<file path="src/design/nos_pkg.sv">
package nos_pkg;

    // Default number of pending note-off slots
    localparam int PENDING_DEPTH_DEF = 16;

    // Most scheduled note-offs released by one tick
    localparam int MAX_OUT = 16;
    localparam int EMIT_W  = $clog2(MAX_OUT + 1);

    localparam int DURATION_W = 24;
    localparam logic DEF_ENABLED = 1'b1;
    localparam logic [DURATION_W-1:0] DEF_DURATION = 24'd250;

    // Input opcodes
    typedef enum logic {
        OP_NOTE = 1'b0,
        OP_TICK = 1'b1
    } nos_op_t;

    // Configuration register indexes
    typedef enum logic {
        REG_ENABLED = 1'b0,
        REG_SUSTAIN = 1'b1
    } nos_reg_t;

    typedef struct packed {
        nos_op_t     opcode;
        logic [6:0]  pitch;
        logic [6:0]  velocity;
        logic [5:0]  voice;
        logic [31:0] stamp;
    } nos_in_t;

    typedef struct packed {
        logic [6:0]  out_pitch;
        logic [6:0]  out_velocity;
        logic [5:0]  out_voice;
        logic [31:0] out_stamp;
        logic        is_last;
        logic        dropped;
    } nos_out_t;

    typedef struct packed {
        nos_reg_t                index;
        logic [DURATION_W-1:0]   value;
    } nos_cfg_t;

    // One pending note-off
    typedef struct packed {
        logic [6:0]  pitch;
        logic [5:0]  voice;
        logic [31:0] due;
    } nos_slot_t;

    // Controller to datapath
    typedef struct packed {
        logic accept;    // latch the input word
        logic rd_first;  // restart scan at slot zero
        logic rd_next;   // read the following slot
        logic upd;       // refresh the matched slot
        logic append;    // store a new slot at the end
        logic set_drop;  // flag a note-on that found the table full
        logic keep;      // compact a surviving slot
        logic emit;      // take a due slot
        logic flush;     // send the last held slot
        logic send;      // send the passed-through note
        logic commit;    // set fill count to the compacted size
    } nos_cmd_t;

    // Datapath to controller
    typedef struct packed {
        logic is_tick;
        logic enabled;
        logic vel_zero;
        logic count_zero;
        logic full;
        logic last_slot;
        logic pitch_match;
        logic due_hit;
        logic hold_valid;
        logic out_free;
    } nos_status_t;

endpackage

</file>
<file path="src/design/nos_ctrl.sv">
module nos_ctrl import nos_pkg::*; (
    input  logic        clk,
    input  logic        rst_n,
    input  logic        in_valid,
    output logic        in_ready,
    input  nos_status_t status,
    output nos_cmd_t    cmd
);

    typedef enum logic [2:0] {
        S_IDLE,
        S_START,
        S_NOTE,
        S_APPEND,
        S_SEND,
        S_TICK,
        S_FLUSH
    } state_t;

    state_t state_reg;
    state_t state_next;

    // Hold state
    always_ff @(posedge clk or negedge rst_n)
    begin
        if (!rst_n)
        begin
            state_reg <= S_IDLE;
        end
        else
        begin
            state_reg <= state_next;
        end
    end

    assign in_ready = (state_reg == S_IDLE);

    // Sequence the scan and the output
    always_comb
    begin
        cmd        = '0;
        state_next = state_reg;
        unique case (state_reg)
            S_IDLE:
            begin
                if (in_valid)
                begin
                    cmd.accept = 1'b1;
                    state_next = S_START;
                end
            end
            S_START:
            begin
                priority if (status.is_tick)
                begin
                    if (status.count_zero)
                    begin
                        state_next = S_IDLE;
                    end
                    else
                    begin
                        cmd.rd_first = 1'b1;
                        state_next   = S_TICK;
                    end
                end
                else if (!status.enabled)
                begin
                    state_next = S_SEND;
                end
                else if (status.vel_zero)
                begin
                    state_next = S_IDLE;
                end
                else if (status.count_zero)
                begin
                    state_next = S_APPEND;
                end
                else
                begin
                    cmd.rd_first = 1'b1;
                    state_next   = S_NOTE;
                end
            end
            S_NOTE:
            begin
                priority if (status.pitch_match)
                begin
                    cmd.upd    = 1'b1;
                    state_next = S_SEND;
                end
                else if (!status.last_slot)
                begin
                    cmd.rd_next = 1'b1;
                end
                else
                begin
                    state_next = S_APPEND;
                end
            end
            S_APPEND:
            begin
                if (status.full)
                begin
                    cmd.set_drop = 1'b1;
                end
                else
                begin
                    cmd.append = 1'b1;
                end
                state_next = S_SEND;
            end
            S_SEND:
            begin
                if (status.out_free)
                begin
                    cmd.send   = 1'b1;
                    state_next = S_IDLE;
                end
            end
            S_TICK:
            begin
                // Stall only when a due slot finds the hold and output both busy
                if (!status.due_hit || !status.hold_valid || status.out_free)
                begin
                    cmd.emit = status.due_hit;
                    cmd.keep = !status.due_hit;
                    if (status.last_slot)
                    begin
                        state_next = S_FLUSH;
                    end
                    else
                    begin
                        cmd.rd_next = 1'b1;
                    end
                end
            end
            S_FLUSH:
            begin
                cmd.commit = 1'b1;
                priority if (!status.hold_valid)
                begin
                    state_next = S_IDLE;
                end
                else if (status.out_free)
                begin
                    cmd.flush  = 1'b1;
                    state_next = S_IDLE;
                end
                else
                begin
                    state_next = S_FLUSH;
                end
            end
            default:
            begin
                state_next = S_IDLE;
            end
        endcase
    end

endmodule

</file>
<file path="config.mk">
export PLATFORM = sky130hd
export DESIGN_NAME = nos_ctrl
export DESIGN_NICKNAME = d
export VERILOG_FILES = /design/src/design/nos_pkg.sv /design/src/design/nos_ctrl.sv
export SDC_FILE = /design/constraint.sdc
export NUM_CORES = 1
export LEC_CHECK = 0
export ABC_AREA = 1
export BUFFER_PORTS_ARGS = -buffer_cell sky130_fd_sc_hd__buf_2
export CORE_AREA = 2 2 39 41
export CTS_BUF_LIST = sky130_fd_sc_hd__clkbuf_4 sky130_fd_sc_hd__clkbuf_8 sky130_fd_sc_hd__clkbuf_16
export CTS_CLUSTER_SIZE = 10
export DETAILED_ROUTE_END_ITERATION = 7
export DIE_AREA = 0 0 41 43
export SYNTH_ARGS = -nofsm -noshare
export SYNTH_HDL_FRONTEND = slang
export SYNTH_SLANG_ARGS = --single-unit
export TNS_END_PERCENT = 30
</file>
<file path="constraint.sdc">
create_clock -name clk -period 1.3 [get_ports clk]
set_input_delay 0.13 -clock clk [delete_from_list [all_inputs] [get_ports clk]]
set_output_delay 0.13 -clock clk [all_outputs]
set_load 0.05 [all_outputs]
</file>
==> flow_summary.ini <==
[global_routing]
antenna_found_initial = 0
grt_pass1_wl_um = 2080
grt_pass1_vias = 551
grt_usage = 0.167
overflow = 0
grt_max_degree = 9

[timing]
period_share = 1.08
relSlewSlack = 0.855
tns_ns = -0.613
rsz0062_at_grt = yes
min_period_ns = 1.40
finalHoldViolCount = 0
fmax_mhz = 714
setup_slack_ns = -0.101
worst_slew_pin_slew_ns = 0.217
slew_viol_final = 0
setup_violations = 11
timing.hold.ws_ns = 0.226
skew_ns = 0.00343

[synth]
ys_warn_count = 0
synth_flop_cell = dfrtp_1
async_reset_ff_frac = 1.00
yosys.area.top_type = nand2_1
yosys-top-cells-area = nand2_1 19%, dfrtp_1 17%, nor2_1 17%
synth_top_area_share = 0.191
synth_cell_types = 13
synth_edf_count = 0
synth.most_common_cell = nand2_1
ys_top_cells_by_count = 22 x nand2_1, 19 x nor2_1, 12 x inv_1, 12 x nand3_1
synth_cells = 81
synth_area_um2 = 432
ys_seq_area_frac = 0.174
syn_area_per_cell_um2 = 5.33
synth_seq_cells = 3
syn_nets = 94

[clock_tree]
cts_tree = yes
cts_buffers = 3
post-cts-setup-buffers = 0
cts_root_buf = clkbuf_4
h-tree-depth = 1
clk_path_buf_depth = 2
numClockSinks = 3
clk_pin_slew_ns = 0.04
insertion_delay_ns = 0.23

[detailed_routing]
routed_via_density = 4.45
ant_nets = 0
drt_wl_total_um = 1220
detail_route.iter0.violations = 8
wl_per_cell_um = 9.42
num_vias = 579
post-route-drc-count = 0
drtPass1Iterations = 2

[pwr]
p_per_area_nw_per_um2 = 2110
ir_drop_v = 0.000870
p_leak_nw = 0.427

[layout]
area_delta_synth_final_pct = 78.0
finalInstanceArea_um2 = 768
fin_util = 0.555
antenna_cells = 0
fin_nets = 128
largest_reg_flops = 3
nFillCells = 144
drive_gt1_frac = 0.456

[die]
fp.dieH_um = 43
io_pins = 25
start_util = 0.312
dieArea_um2 = 1760
num_rows = 14
fp.coreArea_um2 = 1380
die_w_um = 41

[hold_path]
min_path_type = in2async

[worst_setup_path]
worst_setup_path_start_kind = register
required_ns = 1.17
slowest_stage = dfrtp_2
crit_arrival_ns = 1.27
worstPathMaxFanout = 5
critical_path_class = reg2out
cp-end-kind = primary output
crit_chain = buf_4, nor4_4, buf_6
cpPeakStageDelay_ns = 0.42

[outcome]
violations = setup timing
status = complete, but fails checks

[placement]
postPlaceCellArea_um2 = 633
io_buffers = 24
gp_congestion = 0.832
dpl.hpwl_um = 1030

[flow_run]
cap_violations = 0
-- layer usage --
metal | track usage | vias up | share of wire
met1 | 0.192 | 251 | 0.42
met4 | 0.0400 | 0 | 0
met5 | 0 | - | 0
met2 | 0.303 | 13 | 0.55
met3 | 0.0209 | 0 | 0.027
li1 | - | 315 | -
-- power breakdown --
group	total, mW	switching (mW)	internal (mW)
clock network	0.182	0.0462	0.136
registers	0.236	0.0877	0.148
logic	1.20	0.753	0.449
-- per-stage QoR --
| step | power (mW) | instances | setup slack, ns |
|---|---|---|---|
| after floorplan | 1.01 | 81 | -0.219 |
| after global placement | 1.25 | 125 | -0.0322 |
| after detailed placement | 1.26 | 125 | -0.0309 |
| after CTS | 1.57 | 130 | -0.104 |
| after global routing | 1.75 | 130 | -0.149 |
| final | 1.62 | 130 | -0.101 |
-- repair_timing --
action / CTS / global route
hold buffers: 1 / 0
pin swaps: 2 / 1
setup endpoints to repair: 12 / 15
resized for setup: 23 / 9
endpoints found under the hold margin: 3 / 0
-- worst max-delay path: cells and delay by family, from the launching register on --
| family | cells | cell delay [ns] |
|---|---|---|
| buffers and inverters | 2 | 0.36 |
| AND/OR/NAND/NOR | 1 | 0.27 |
| flip-flops | 1 | 0.42 |
-- path summary, 6_finish.rpt --
check / startpoint / end / slack [ns] / cells past startpoint
max: state_reg[1]$_DFFE_PN0P_ / cmd[1] / -0.10 / 3
min: rst_n / state_reg[1]$_DFFE_PN0P_ / 0.23 / 2
max reg2reg: state_reg[1]$_DFFE_PN0P_ / state_reg[2]$_DFFE_PN0P_ / 0.04 / 8
min reg2reg: state_reg[2]$_DFFE_PN0P_ / state_reg[2]$_DFFE_PN0P_ / 0.61 / 2
max in group asynchronous: rst_n / state_reg[2]$_DFFE_PN0P_ / 0.95 / 2
min in group clk: status[4] / state_reg[0]$_DFFE_PN0P_ / 0.28 / 4
-- placed cells by master, fill, tap and decap left out, types with 2 or more instances in the layout --
master	n
nor2_4	2
inv_1	12
inv_2	2
buf_2	12
nand2_2	2
clkbuf_4	4
nand2_1	20
buf_6	10
nand3_2	3
nor2_2	3
buf_4	6
nor2_1	16
dfrtp_2	3
nand3_1	12
-- area by class of cell --
| class | count | area, um2 | area share |
|---|---|---|---|
| clock buffers | 4 | 30.0 | 0.0391 |
| flip-flops and latches | 3 | 78.8 | 0.103 |
| inverters | 15 | 58.8 | 0.0765 |
| repair buffers | 30 | 243 | 0.316 |
| well taps | 16 | 20.0 | 0.0261 |
| multi-input cells | 62 | 338 | 0.440 |
-- kinds of logic (layout without fill, tap and decap cells) --
| logic type | Yosys count | count (layout) | share of synthesized area |
|---|---|---|---|
| AO/OA/AOI/OAI | 3 | 3 | 0.0551 |
| buffers and inverters | 16 | 49 | 0.162 |
| flip-flops | 3 | 3 | 0.174 |
| AND/OR/NAND/NOR | 59 | 59 | 0.609 |
(Power assumes the default switching activity.)
